## src/sv/text_chunk_reassembler_core_defines.svh

```systemverilog
// assertion macros shared by the reassembler rtl
`ifndef TEXT_CHUNK_REASSEMBLER_CORE_DEFINES_SVH
`define TEXT_CHUNK_REASSEMBLER_CORE_DEFINES_SVH

// same-cycle implication, sampled on clk, off while rst_n is low
`define TCR_ASSERT_NOW(label, cond, conseq, msg) \
  label: assert property (@(posedge clk) disable iff (!rst_n) (cond) |-> (conseq)) \
    else $error(msg);

// next-cycle implication, sampled on clk, off while rst_n is low
`define TCR_ASSERT_NEXT(label, cond, conseq, msg) \
  label: assert property (@(posedge clk) disable iff (!rst_n) (cond) |=> (conseq)) \
    else $error(msg);

`endif

```

## src/sv/tcr_pkg.sv

```systemverilog
// shared codes, types and helpers of the text chunk reassembler
package tcr_pkg;

  // opcodes
  localparam logic OP_PUSH = 1'b0;
  localparam logic OP_READ = 1'b1;

  // result status codes
  localparam logic [3:0] ST_MID      = 4'd0;
  localparam logic [3:0] ST_PASS     = 4'd1;
  localparam logic [3:0] ST_STORED   = 4'd2;
  localparam logic [3:0] ST_COMPLETE = 4'd3;
  localparam logic [3:0] ST_BAD_SEQ  = 4'd4;
  localparam logic [3:0] ST_EMPTY    = 4'd5;
  localparam logic [3:0] ST_ORDER    = 4'd6;
  localparam logic [3:0] ST_OVERFLOW = 4'd7;
  localparam logic [3:0] ST_READ     = 4'd8;

  // header parser phases
  localparam logic [2:0] PH_SEQ0    = 3'd0;
  localparam logic [2:0] PH_SEQ     = 3'd1;
  localparam logic [2:0] PH_TOT0    = 3'd2;
  localparam logic [2:0] PH_TOT     = 3'd3;
  localparam logic [2:0] PH_BODY    = 3'd4;
  localparam logic [2:0] PH_PASS    = 3'd5;
  localparam logic [2:0] PH_BODYEND = 3'd6;

  // ascii bytes of the header
  localparam logic [7:0] CH_ZERO  = 8'h30;
  localparam logic [7:0] CH_NINE  = 8'h39;
  localparam logic [7:0] CH_SLASH = 8'h2F;
  localparam logic [7:0] CH_BAR   = 8'h7C;
  localparam logic [7:0] CH_NUL   = 8'h00;

  localparam logic [9:0] NUM_MAX = 10'd1023;

  typedef logic [9:0] num_t;

  // memory port enables
  typedef struct packed {
    logic wr_en;
    logic rd_en;
  } tcr_mem_ctl_t;

  // one decimal digit into a saturating 10-bit number
  function automatic num_t acc_digit(input num_t v, input logic [3:0] d);
    logic [13:0] n;
    n = 14'(v) * 14'd10 + 14'(d);
    return (n > 14'(NUM_MAX)) ? NUM_MAX : n[9:0];
  endfunction

endpackage

```

## src/sv/tcr_in_if.sv

```systemverilog
// input word channel of the reassembler
interface tcr_in_if;
  logic       valid;
  logic       ready;
  logic       opcode;
  logic [7:0] data_byte;
  logic       end_of_message;
  logic [7:0] read_index;

  modport source (output valid, output opcode, output data_byte, output end_of_message,
                  output read_index, input ready);
  modport sink (input valid, input opcode, input data_byte, input end_of_message,
                input read_index, output ready);
endinterface

```

## src/sv/tcr_out_if.sv

```systemverilog
// result word channel of the reassembler
interface tcr_out_if #(
  parameter int LEN_W = 9
);
  logic             valid;
  logic             ready;
  logic [3:0]       status;
  logic [LEN_W-1:0] assembled_length;
  logic [7:0]       read_data;

  modport source (output valid, output status, output assembled_length, output read_data,
                  input ready);
  modport sink (input valid, input status, input assembled_length, input read_data,
                output ready);
endinterface

```

## src/sv/tcr_buffer.sv

```systemverilog
// assembly buffer: one write port, one registered read port
module tcr_buffer
  import tcr_pkg::*;
#(
  parameter int DEPTH = 256,
  parameter int AW    = 8
) (
  input  logic          clk,
  input  tcr_mem_ctl_t  ctl,
  input  logic [AW-1:0] wr_addr,
  input  logic [7:0]    wr_data,
  input  logic [AW-1:0] rd_addr,
  output logic [7:0]    rd_data
);

  logic [7:0] mem [DEPTH];
  logic [7:0] rd_data_r;

  always_ff @(posedge clk) begin
    if (ctl.wr_en) begin
      mem[wr_addr] <= wr_data;
    end
  end

  // read data holds until the next read
  always_ff @(posedge clk) begin
    if (ctl.rd_en) begin
      rd_data_r <= mem[rd_addr];
    end
  end

  assign rd_data = rd_data_r;

endmodule

```

## src/sv/text_chunk_reassembler_core.sv

```systemverilog
// top level of the text chunk reassembler
//
//  channel  | dir | handshake     | word
//  ---------+-----+---------------+-----------------------------------------------
//  in_ch    | in  | valid / ready | opcode, data_byte, end_of_message, read_index
//  out_ch   | out | valid / ready | status, assembled_length, read_data
//
// one word accepted per cycle while in_ch.ready is high, one result per word, passed through
// the middle stage and the result register; parse and buffer write finish in the accept
// cycle; a read goes through the buffer's registered read port, whose data meets its status
// in the result stage; rst_n is synchronous; parse and assembly state return to their reset
// values, the buffer contents are not cleared, no clearing pass is run and in_ch.ready is
// low in reset; a stalled output fills the middle stage and then drops in_ch.ready
`include "text_chunk_reassembler_core_defines.svh"

module text_chunk_reassembler_core
  import tcr_pkg::*;
#(
  parameter int BUFFER_BYTES = 256
) (
  input  logic       clk,
  input  logic       rst_n,
  tcr_in_if.sink     in_ch,
  tcr_out_if.source  out_ch
);

  localparam int AW    = $clog2(BUFFER_BYTES);
  localparam int LEN_W = $clog2(BUFFER_BYTES + 1);   // lengths up to the full buffer
  localparam int CNT_W = $clog2(BUFFER_BYTES + 2);   // body count saturates one past it
  localparam int SUM_W = CNT_W + 1;

  // handshake
  logic in_accept;
  logic push_acc;
  logic p1_adv;

  // parse state
  logic [2:0]       phase_r, phase_nxt;
  num_t             seq_r, seq_nxt;
  num_t             tot_r, tot_nxt;
  logic [CNT_W-1:0] body_r, body_nxt;
  logic             act_r, act_nxt;
  num_t             exp_r, exp_nxt;
  logic [LEN_W-1:0] stored_r, stored_nxt;
  logic [LEN_W-1:0] wb_r, wb_nxt;

  // item result from the accept cycle
  logic [3:0]       res_status;
  logic [LEN_W-1:0] res_len;

  // middle stage
  logic             p1_valid_r;
  logic [3:0]       p1_status_r;
  logic [LEN_W-1:0] p1_len_r;
  logic             p1_rd_r;

  // result stage
  logic             out_valid_r;
  logic [3:0]       out_status_r;
  logic [LEN_W-1:0] out_len_r;
  logic [7:0]       out_data_r;

  // buffer port
  tcr_mem_ctl_t     mem_ctl;
  logic             body_wr;
  logic [SUM_W-1:0] wr_pos;
  logic [7:0]       mem_rd_data;

  // middle stage moves on when the result stage is free or being emptied
  assign p1_adv      = p1_valid_r && (!out_valid_r || out_ch.ready);
  assign in_ch.ready = rst_n && (!p1_valid_r || p1_adv);
  assign in_accept   = in_ch.valid && in_ch.ready;
  assign push_acc    = in_accept && (in_ch.opcode == OP_PUSH);

  assign wr_pos = SUM_W'(wb_r) + SUM_W'(body_r);

  // byte parse and end-of-message outcome, all in the accept cycle
  always_comb begin
    logic             digit;
    logic [3:0]       dval;
    logic [2:0]       ph_i;
    num_t             seq_i;
    num_t             tot_i;
    logic [CNT_W-1:0] body_i;
    logic [LEN_W-1:0] wb_i;
    logic             restart_r;
    logic             hdr_ok;
    logic             restart_i;
    logic [SUM_W-1:0] sum_i;

    digit     = in_ch.data_byte inside {[CH_ZERO:CH_NINE]};
    dval      = in_ch.data_byte[3:0];
    ph_i      = phase_r;
    seq_i     = seq_r;
    tot_i     = tot_r;
    body_i    = body_r;
    wb_i      = wb_r;
    body_wr   = 1'b0;
    restart_r = !act_r || (seq_r == 10'd1);
    hdr_ok    = (tot_r > 10'd1) && (seq_r >= 10'd1) && (seq_r <= tot_r) &&
                ((restart_r ? 10'd1 : exp_r) == seq_r);

    act_nxt    = act_r;
    exp_nxt    = exp_r;
    stored_nxt = stored_r;
    res_status = ST_MID;
    res_len    = '0;

    case (phase_r)
      PH_SEQ0, PH_SEQ: begin
        if (digit) begin
          seq_i = acc_digit((phase_r == PH_SEQ) ? seq_r : 10'd0, dval);
          ph_i  = PH_SEQ;
        end else if (in_ch.data_byte == CH_SLASH && phase_r == PH_SEQ) begin
          ph_i = PH_TOT0;
        end else begin
          ph_i = PH_PASS;
        end
      end
      PH_TOT0, PH_TOT: begin
        if (digit) begin
          tot_i = acc_digit((phase_r == PH_TOT) ? tot_r : 10'd0, dval);
          ph_i  = PH_TOT;
        end else if (in_ch.data_byte == CH_BAR && phase_r == PH_TOT) begin
          ph_i = PH_BODY;
          wb_i = restart_r ? '0 : stored_r;
        end else begin
          ph_i = PH_PASS;
        end
      end
      PH_BODY: begin
        if (in_ch.data_byte == CH_NUL) begin
          ph_i = PH_BODYEND;
        end else begin
          // bytes past the buffer end are counted but not written
          body_wr = hdr_ok && (32'(wr_pos) < BUFFER_BYTES);
          if (32'(body_r) <= BUFFER_BYTES) begin
            body_i = body_r + CNT_W'(1);
          end
        end
      end
      default: begin
      end
    endcase

    wb_nxt    = wb_i;
    restart_i = !act_r || (seq_i == 10'd1);
    sum_i     = '0;

    if (in_ch.end_of_message) begin
      if (!(ph_i == PH_BODY || ph_i == PH_BODYEND) || tot_i <= 10'd1) begin
        res_status = ST_PASS;
      end else if (seq_i == 10'd0 || seq_i > tot_i) begin
        act_nxt    = 1'b0;
        exp_nxt    = 10'd1;
        stored_nxt = '0;
        wb_nxt     = '0;
        res_status = ST_BAD_SEQ;
      end else if (body_i == '0) begin
        res_status = ST_EMPTY;
      end else begin
        if (restart_i) begin
          act_nxt    = 1'b1;
          exp_nxt    = 10'd1;
          stored_nxt = '0;
          wb_nxt     = '0;
        end
        sum_i = SUM_W'(wb_nxt) + SUM_W'(body_i);
        if (exp_nxt != seq_i || 32'(sum_i) > BUFFER_BYTES) begin
          res_status = (exp_nxt != seq_i) ? ST_ORDER : ST_OVERFLOW;
          act_nxt    = 1'b0;
          exp_nxt    = 10'd1;
          stored_nxt = '0;
          wb_nxt     = '0;
        end else if (seq_i == tot_i) begin
          // last chunk: report the length, drop the assembly, bytes stay readable
          res_status = ST_COMPLETE;
          res_len    = LEN_W'(sum_i);
          act_nxt    = 1'b0;
          exp_nxt    = 10'd1;
          stored_nxt = '0;
          wb_nxt     = '0;
        end else begin
          res_status = ST_STORED;
          stored_nxt = LEN_W'(sum_i);
          exp_nxt    = exp_nxt + 10'd1;
        end
      end
      phase_nxt = PH_SEQ0;
      seq_nxt   = '0;
      tot_nxt   = '0;
      body_nxt  = '0;
    end else begin
      phase_nxt = ph_i;
      seq_nxt   = seq_i;
      tot_nxt   = tot_i;
      body_nxt  = body_i;
    end
  end

  // parse and assembly state, changed by pushes only
  always_ff @(posedge clk) begin
    if (!rst_n) begin
      phase_r  <= PH_SEQ0;
      seq_r    <= '0;
      tot_r    <= '0;
      body_r   <= '0;
      act_r    <= 1'b0;
      exp_r    <= 10'd1;
      stored_r <= '0;
      wb_r     <= '0;
    end else if (push_acc) begin
      phase_r  <= phase_nxt;
      seq_r    <= seq_nxt;
      tot_r    <= tot_nxt;
      body_r   <= body_nxt;
      act_r    <= act_nxt;
      exp_r    <= exp_nxt;
      stored_r <= stored_nxt;
      wb_r     <= wb_nxt;
    end
  end

  // buffer access: body byte write on a push, lookup on every read (zero data if out of range)
  assign mem_ctl.wr_en = push_acc && body_wr;
  assign mem_ctl.rd_en = in_accept && (in_ch.opcode == OP_READ);

  tcr_buffer #(
    .DEPTH (BUFFER_BYTES),
    .AW    (AW)
  ) u_buffer (
    .clk     (clk),
    .ctl     (mem_ctl),
    .wr_addr (wr_pos[AW-1:0]),
    .wr_data (in_ch.data_byte),
    .rd_addr (AW'(in_ch.read_index)),
    .rd_data (mem_rd_data)
  );

  // middle stage waits for the buffer read data
  always_ff @(posedge clk) begin
    if (!rst_n) begin
      p1_valid_r <= 1'b0;
    end else if (in_accept) begin
      p1_valid_r <= 1'b1;
    end else if (p1_adv) begin
      p1_valid_r <= 1'b0;
    end
  end

  always_ff @(posedge clk) begin
    if (in_accept) begin
      p1_status_r <= (in_ch.opcode == OP_READ) ? ST_READ : res_status;
      p1_len_r    <= (in_ch.opcode == OP_READ) ? '0 : res_len;
      p1_rd_r     <= (in_ch.opcode == OP_READ) && (32'(in_ch.read_index) < BUFFER_BYTES);
    end
  end

  // result register
  always_ff @(posedge clk) begin
    if (!rst_n) begin
      out_valid_r <= 1'b0;
    end else if (p1_adv) begin
      out_valid_r <= 1'b1;
    end else if (out_ch.ready) begin
      out_valid_r <= 1'b0;
    end
  end

  always_ff @(posedge clk) begin
    if (p1_adv) begin
      out_status_r <= p1_status_r;
      out_len_r    <= p1_len_r;
      out_data_r   <= p1_rd_r ? mem_rd_data : 8'd0;
    end
  end

  assign out_ch.valid            = out_valid_r;
  assign out_ch.status           = out_status_r;
  assign out_ch.assembled_length = out_len_r;
  assign out_ch.read_data        = out_data_r;

  // checks
  `TCR_ASSERT_NOW(a_wr_in_buffer, mem_ctl.wr_en, 32'(wr_pos) < BUFFER_BYTES,
    "buffer write beyond its end")
  `TCR_ASSERT_NEXT(a_p1_holds, p1_valid_r && !p1_adv,
    p1_valid_r && $stable(p1_status_r) && $stable(p1_len_r),
    "middle stage lost its word under stall")
  `TCR_ASSERT_NOW(a_len_only_complete, out_valid_r && out_status_r != ST_COMPLETE,
    out_len_r == '0, "length shown without completion")
  `TCR_ASSERT_NOW(a_stored_bound, act_r || stored_r == '0, 32'(stored_r) <= BUFFER_BYTES,
    "stored length beyond buffer")
  `TCR_ASSERT_NOW(a_one_port_op, mem_ctl.wr_en, !mem_ctl.rd_en,
    "buffer read and write in one cycle")

endmodule

```

## src/flat_wrapper.sv

```systemverilog
// flat-port wrapper written by rule: the top's interface ports become plain ports
module text_chunk_reassembler_core_flat import tcr_pkg::*;
#(
  parameter int BUFFER_BYTES = 256
)
  (clk, rst_n, in_ch_valid, in_ch_opcode, in_ch_data_byte, in_ch_end_of_message, in_ch_read_index, in_ch_ready, out_ch_valid, out_ch_status, out_ch_assembled_length, out_ch_read_data, out_ch_ready);
  tcr_in_if in_ch_i ();
  tcr_out_if out_ch_i ();
  input  logic clk;
  input  logic rst_n;
  input wire logic [$bits(in_ch_i.valid)-1:0] in_ch_valid;
  input wire logic [$bits(in_ch_i.opcode)-1:0] in_ch_opcode;
  input wire logic [$bits(in_ch_i.data_byte)-1:0] in_ch_data_byte;
  input wire logic [$bits(in_ch_i.end_of_message)-1:0] in_ch_end_of_message;
  input wire logic [$bits(in_ch_i.read_index)-1:0] in_ch_read_index;
  output wire logic [$bits(in_ch_i.ready)-1:0] in_ch_ready;
  output wire logic [$bits(out_ch_i.valid)-1:0] out_ch_valid;
  output wire logic [$bits(out_ch_i.status)-1:0] out_ch_status;
  output wire logic [$bits(out_ch_i.assembled_length)-1:0] out_ch_assembled_length;
  output wire logic [$bits(out_ch_i.read_data)-1:0] out_ch_read_data;
  input wire logic [$bits(out_ch_i.ready)-1:0] out_ch_ready;
  assign in_ch_i.valid = in_ch_valid;
  assign in_ch_i.opcode = in_ch_opcode;
  assign in_ch_i.data_byte = in_ch_data_byte;
  assign in_ch_i.end_of_message = in_ch_end_of_message;
  assign in_ch_i.read_index = in_ch_read_index;
  assign in_ch_ready = in_ch_i.ready;
  assign out_ch_valid = out_ch_i.valid;
  assign out_ch_status = out_ch_i.status;
  assign out_ch_assembled_length = out_ch_i.assembled_length;
  assign out_ch_read_data = out_ch_i.read_data;
  assign out_ch_i.ready = out_ch_ready;
  text_chunk_reassembler_core #(.BUFFER_BYTES(BUFFER_BYTES)) u_core (.clk(clk), .rst_n(rst_n), .in_ch(in_ch_i), .out_ch(out_ch_i));
endmodule
```

## config.mk

```make
export PLATFORM = sky130hd
export DESIGN_NAME = text_chunk_reassembler_core_flat
export DESIGN_NICKNAME = d
export VERILOG_FILES = /design/src/sv/tcr_pkg.sv /design/src/sv/tcr_in_if.sv /design/src/sv/tcr_out_if.sv /design/src/sv/tcr_buffer.sv /design/src/sv/text_chunk_reassembler_core.sv /design/src/flat_wrapper.sv
export VERILOG_INCLUDE_DIRS = /design/src /design/src/sv
export SDC_FILE = /design/constraint.sdc
export NUM_CORES = 2
export LEC_CHECK = 0
export BUFFER_PORTS_ARGS = -buffer_cell sky130_fd_sc_hd__buf_2
export CAP_MARGIN = 10
export CELL_PAD_IN_SITES_DETAIL_PLACEMENT = 0
export CELL_PAD_IN_SITES_GLOBAL_PLACEMENT = 1
export CORE_MARGIN = 2
export CORE_UTILIZATION = 50
export CTS_BUF_LIST = sky130_fd_sc_hd__clkbuf_2
export DETAILED_ROUTE_END_ITERATION = 12
export GPL_TIMING_DRIVEN = 0
export PLACE_DENSITY = 0.8
export SYNTH_ARGS = -nofsm -noshare
export SYNTH_HDL_FRONTEND = slang
export SYNTH_HIERARCHICAL = 1
export SYNTH_SLANG_ARGS = --single-unit
export TNS_END_PERCENT = 1
```

## constraint.sdc

```tcl
create_clock -name clk -period 11.7 [get_ports clk]
set_clock_uncertainty 0.2 [all_clocks]
set_input_delay 0.585 -clock clk [delete_from_list [all_inputs] [get_ports clk]]
set_output_delay 0.585 -clock clk [all_outputs]
set_load 0.05 [all_outputs]
```

---- After elaboration in Yosys (flattened, before gate mapping) ----
Memories as Yosys holds them, arrays and structs flattened. A register that Yosys moved wholly into a read port is not among the register bits.
Cells that the tools add are included.
storage, ports and cells
  word-level logic and storage cells ...... 168
  output and inout bits ................... 23
  memory bits (writable) .................. 2,048
  bits in registers ....................... 98
  memories ................................ 1
memory list
  name                 depth  bits a word  rd ports  clocked after Yosys merged registers in  wr ports  RTL line          RTL
  u_core.u_buffer.mem  256    8            1         1                                        1         tcr_buffer.sv:16  logic [7:0] mem [DEPTH];
operators by class
  reductions and logical operators ........ 40
  add/subtract/negate cells ............... 6
  magnitude comparators ................... 12
  mux-type cells .......................... 70
  bitwise operators ....................... 4
  equal/unequal tests ..................... 14
  multipliers ............................. 2
operator list
  operator                                                             count
  2-to-1 mux 9 bit                                                     23
  2-to-1 mux 10 bit                                                    20
  adder 14 x 4 -> 14 bit                                               2
  greater-than comparator 14 x 10 -> 1 bit (second input constant)     2
  multiplier 10 x 3 -> 13 bit (second input constant)                  2
  adder 9 x 9 -> 10 bit                                                2
  equality test 10 x 1 -> 1 bit (second input constant)                2
  equality test 10 bit                                                 2
  2-to-1 mux 4 bit                                                     5
  2-to-1 mux 1 bit                                                     16
  2-to-1 mux 3 bit                                                     5
  logical AND 1 bit                                                    13
  adder 10 x 1 -> 10 bit (second input constant)                       1
  greater-or-equal comparator 10 x 1 -> 1 bit (second input constant)  1
  greater-than comparator 10 x 1 -> 1 bit (second input constant)      1
  greater-than comparator 10 bit                                       1
  greater-than comparator 10 x 9 -> 1 bit (second input constant)      1
  less-or-equal comparator 10 x 1 -> 1 bit (second input constant)     1
  less-or-equal comparator 10 bit                                      1
  logical NOT 10 bit                                                   1
  less-than comparator 10 x 9 -> 1 bit (second input constant)         1
  != test 10 bit                                                       1
  adder 9 x 1 -> 9 bit (second input constant)                         1
  equality test 3 bit (second input constant)                          3
  23 further kinds                                                     40

---- Depth between registers and ports, before layout ----
  depth after elaboration ................. 23
  gate-level depth with buffers ........... 35

---- By module ----
The synthesis kept the hierarchy.
by module, submodules not included
  module                       sequential area each (um2)  cells an instance  area each (um2)  instances
  tcr_buffer                   61,739.2                    3,733              79,636.4         1
  text_chunk_reassembler_core  2,312.2                     998                8,303.0          1

---- Worst setup path before layout ----
OpenSTA, ideal clock, no wires.
  path type ............................... reg-to-reg
  from .................................... register u_core.phase_r[2]
  to ...................................... register u_core.exp_r[8]
  slack ................................... 3,933 ps
  data required time ...................... 11,404 ps
  cell stages (with the launch flop) ...... 33
  arrival ................................. 7,471 ps
  cell sequence ........................... dfxtp_1 > clkbuf_1 > or3b_2 > nor2_1 > ha_1 > inv_1 > fa_1 > nand2b_1 > a21oi_2 > xor2_1 > nand4_4 > and2_4 > o21ai_2 > a2bb2oi_2 > inv_2 > o21ai_1 > clkbuf_1 > clkbuf_1 > a21oi_1 > ha_1 > a21o_1 > a21oi_1 > nor2b_1 > o21a_1 > o41ai_1 > xnor2_1 > nor3_1 > a21oi_1 > or4_1 > clkbuf_1 > nor4_4 > nand3_1 > o41ai_2
on the way
  cells in the longest elaborated chain, start to end .. 21
RTL lines
  item                                      RTL line                                                                                                    RTL
  start, declared                           text_chunk_reassembler_core.sv:38                                                                           logic [2:0] phase_r, phase_nxt;
  start signal, assigned                    text_chunk_reassembler_core.sv:213                                                                          phase_r <= phase_nxt;
  equality test 3 x 1 -> 1 bit              text_chunk_reassembler_core.sv:109, text_chunk_reassembler_core.sv:112, text_chunk_reassembler_core.sv:114
  2-to-1 mux 10 bit                         text_chunk_reassembler_core.sv:112                                                                          seq_i = acc_digit((phase_r == PH_SEQ) ? seq_r : 10'd0, dval);
  multiplier 10 x 3 -> 13 bit               tcr_pkg.sv:48                                                                                               n = 14'(v) * 14'd10 + 14'(d);
  adder 14 x 4 -> 14 bit                    tcr_pkg.sv:48
  greater-than comparator 14 x 10 -> 1 bit  tcr_pkg.sv:49                                                                                               return (n > 14'(NUM_MAX)) ? NUM_MAX : n[9:0];
  2-to-1 mux 10 bit                         tcr_pkg.sv:49
  2-to-1 mux 10 bit                         text_chunk_reassembler_core.sv:111                                                                          if (digit) begin
  2-to-1 mux 10 bit                         text_chunk_reassembler_core.sv:109                                                                          case (phase_r)
  (+5 left out)                             -
  2-to-1 mux 9 bit                          text_chunk_reassembler_core.sv:151                                                                          if (!(ph_i == PH_BODY || ph_i == PH_BODYEND) || tot_i <= 10'd1) begin
  2-to-1 mux 9 bit                          text_chunk_reassembler_core.sv:150                                                                          if (in_ch.end_of_message) begin
  adder 9 x 9 -> 10 bit                     text_chunk_reassembler_core.sv:168                                                                          sum_i = SUM_W'(wb_nxt) + SUM_W'(body_i);
  greater-than comparator 10 x 9 -> 1 bit   text_chunk_reassembler_core.sv:169                                                                          if (exp_nxt != seq_i || 32'(sum_i) > BUFFER_BYTES) begin
  logical OR 1 bit                          text_chunk_reassembler_core.sv:169
  2-to-1 mux 10 bit                         text_chunk_reassembler_core.sv:169
  2-to-1 mux 10 bit                         text_chunk_reassembler_core.sv:159                                                                          end else if (body_i == '0) begin
  2-to-1 mux 10 bit                         text_chunk_reassembler_core.sv:153                                                                          end else if (seq_i == 10'd0 || seq_i > tot_i) begin
  end signal, assigned                      text_chunk_reassembler_core.sv:218                                                                          exp_r <= exp_nxt;
  end, declared                             text_chunk_reassembler_core.sv:43                                                                           num_t exp_r, exp_nxt;
Several ways; a longest one is shown, not always the timed one. The select of a mux whose other input is x is not followed.
A chain may end at the register's enable or synchronous reset.

---- Worst setup path after layout ----
  from .................................... register u_core.phase_r[2]
  to ...................................... register u_core.exp_r[6]
The elaborated chain is that of the path after synthesis.

==> impl_metrics.env <==
export IMPL_fill_cells=13500
export IMPL_worst_path_max_delay_cell="or3b_2"
export IMPL_vias=52000
export IMPL_stdcell_area_sq_mm=0.0969
export IMPL_crit_arrival_ps=11890
export IMPL_power_density_mw_per_mm2=148
export IMPL_root_buffer="clkbuf_2"
export IMPL_routed_wl_microns=263000
export IMPL_cts_sinks=2154
export IMPL_p_sw_share_pct=25.1
export IMPL_start_util_pct=50.4
export IMPL_ys_flop_type="edfxtp_1"
export IMPL_dieWidth_microns=423
export IMPL_nNetsFinal=5504
export IMPL_crit_fanout=10
export IMPL_syn2layout_area_growth_pct=10.2
export IMPL_ios=45
export IMPL_fmaxAchievable_mhz=96.6
export IMPL_fp_coreArea_sq_mm=0.174
export IMPL_final_cell_mix="edfxtp_1 (2091), clkbuf_2 (763), mux4_2 (454)"
export IMPL_detailed_place_hpwl_microns=173000
export IMPL_internal_power_uw=10700
export IMPL_cts_made_buffers=554
export IMPL_grt_util_all_layers_pct=29.1
export IMPL_die_h_microns=423
export IMPL_syn_area_sq_mm=0.0879
export IMPL_wl_per_cell_microns=32.5
export IMPL_fin_crit_ps=10350
export IMPL_antenna_found_initial=14
export IMPL_post_synth_top_area_cell="edfxtp_1"
export IMPL_drt_iter0_markers=8066
export IMPL_setup_viol=0
export IMPL_cp_common_cell="clkbuf_1"
export IMPL_crit_required_ps=13240
export IMPL_numPortBuffers=41
export IMPL_crit_path_start_kind="flop"
export IMPL_grt_pass1_wl_microns=366000
export IMPL_drv_cap=1
export IMPL_ys_types=108
export IMPL_grt_overflow_total=0
export IMPL_utilization_pct=55.6
export IMPL_cts_tree="built"
export IMPL_worst_pin_slew_ps=1510
export IMPL_p_switching_uw=3600
export IMPL_grt_max_degree=153
export IMPL_placed_cells=7122
export IMPL_power_frac_seq_pct=59.1
export IMPL_final_common_cell="edfxtp_1"
export IMPL_netlist_top_cells_area="edfxtp_1 (71%), mux4_2 (12%), mux2i_1 (1.5%)"
export IMPL_cts_resized=0
export IMPL_ys_warnings_count=6
export IMPL_critPathBufInv=8
export IMPL_num_rows=153
export IMPL_synth_seq_area_share_pct=72.8
export IMPL_pwr_share_clk_pct=34.6
export IMPL_cp_end_kind="flop"
export IMPL_rsz0062_at_grt="no"
export IMPL_synthCells=4731
export IMPL_async_flop_share_pct=0
export IMPL_clk_pin_slew_worst_paths_ps=120
export IMPL_critPathMaxStageDelay_ps=610
export IMPL_combPwrFrac_pct=6.3
export IMPL_violations="capacitance limit, slew limit"
export IMPL_drv_slew=11
export IMPL_min_period_over_period_pct=88.5
export IMPL_cts_buffer_depth=4
export IMPL_synth_edf_count=2091
export IMPL_status="complete, but fails checks"
export IMPL_ys_ff_latch=2154
export IMPL_fin_cells=8082
export IMPL_relSlewSlack_pct=-0.653
export IMPL_syn_area_per_cell_sq_um=18.6
export IMPL_drtAntennaViolNets=0
export IMPL_fin_hold_ws_ps=228
export IMPL_die_area_sq_mm=0.179
export IMPL_dr_pass1_iters=6
export IMPL_hold_viol=0
export IMPL_layout_drive_gt1_share_pct=26.2
export IMPL_grt_pass1_vias=50500
export IMPL_critical_path_top_delay_family="simple AND/OR/NAND/NOR gates"
export IMPL_crit_type="flop to flop"
export IMPL_viasPerCell=6.44
export IMPL_syn_num_nets=4833
export IMPL_cts_max_level=6
export IMPL_placed_area_sq_mm=0.0916
export IMPL_gp_congestion=0.972
export IMPL_leakagePower_uw=0.0315
export IMPL_clk_latency_ps=1800
export IMPL_drc=0
export IMPL_peakVddDrop_mv=0.111
export IMPL_hold_path_class="flop to flop"
export IMPL_synth_top_area_share_pct=71.4
==> stage by stage <==
| step | total power, uW | worst slack (ps) | setup TNS, ps |
|---|---|---|---|
| final | 14300 | 1350 | 0 |
| after global routing | 14800 | 723 | 0 |
| after CTS | 14400 | 1460 | 0 |
| after detailed placement | 9480 | 2260 | 0 |
| after global placement | 9480 | -17.9 | -17.9 |
| after floorplan | 9050 | 3930 | 0 |
==> state kept, by name (all words and copies together), names as in the netlist, 8 cells and up <==
signal                          count
u_core/seq_r                       10
u_core/stored_r                     9
u_core/wb_r                         9
u_core/exp_r                       10
u_core/body_r                       9
u_core/out_ch.read_data             8
u_core/u_buffer/rd_data             8
u_core/u_buffer/mem              2048
u_core/tot_r                       10
u_core/out_ch.assembled_length      9
u_core/p1_len_r                     9
==> layout make-up <==
cell class,count,area [sq um],area share (%)
flip-flops and latches,2154,64100,66.1
multi-input cells,2239,22100,22.8
clock buffers,754,3770,3.89
well taps,2325,2910,3.00
plain buffers,286,1670,1.72
repair buffers,115,1350,1.39
clock inverters,142,870,0.897
inverters,52,195,0.201
diodes,15,37.5,0.0387
==> cells in the mapped netlist (35+ instances only) <==
library cell,number
edfxtp_1,2091
mux4_2,454
nor2_1,344
a22oi_1,161
clkbuf_1,157
a21oi_1,148
mux2i_1,135
nand2_1,112
nand3_1,79
ha_1,75
nor2b_1,71
dfxtp_1,63
o22ai_1,52
inv_1,50
and2_1,48
nor3_1,48
o221ai_1,48
o21ai_0,44
buf_2,35
==> worst paths after layout <==
| kind | from | to | slack (ps) | cells after the start |
|---|---|---|---|---|
| setup / recovery | u_core/phase_r[2] | u_core/exp_r[6] | 1350 | 34 |
| hold / removal | u_core/p1_len_r[4] | u_core/out_ch.assembled_length[4] | 230 | 0 |
| setup reg to reg | u_core/phase_r[2] | u_core/exp_r[6] | 1350 | 34 |
| hold reg to reg | u_core/p1_len_r[4] | u_core/out_ch.assembled_length[4] | 230 | 0 |
==> per-layer routing <==
metal / up-vias / wire (microns) / GRT usage [%]
met2: 3823 / 120000 / 43.7
li1: 21000 / - / -
met1: 26500 / 95300 / 38.9
met4: 6 / 13100 / 14.0
met5: - / 40 / 0
met3: 623 / 34500 / 8.71
==> power by group through the flow <==
stage,logic (uW),registers (uW),clock network (uW)
floorplan,404,8640,0
global placement,818,8660,0
detailed placement,852,8630,0
CTS,876,8450,5020
global route,914,8450,5410
finish,901,8450,4940
==> repair_timing <==
item | CTS | global route
buffers inserted | 0 | 0
setup endpoints to repair | 0 | 0
hold buffers | 44 | 0
hold endpoints to repair | 2173 | 0
==> logic make-up after synthesis <==
group           after synthesis  share of synthesized area (%)
compound gates              655                           5.25
xor+xnor                     53                          0.528
fa+ha+maj                    80                           1.18
buf+inv                     338                           2.10
flops                      2154                           72.8
mux                         594                           13.3
simple gates                857                           4.84
Power figures use the tool's default switching activity.
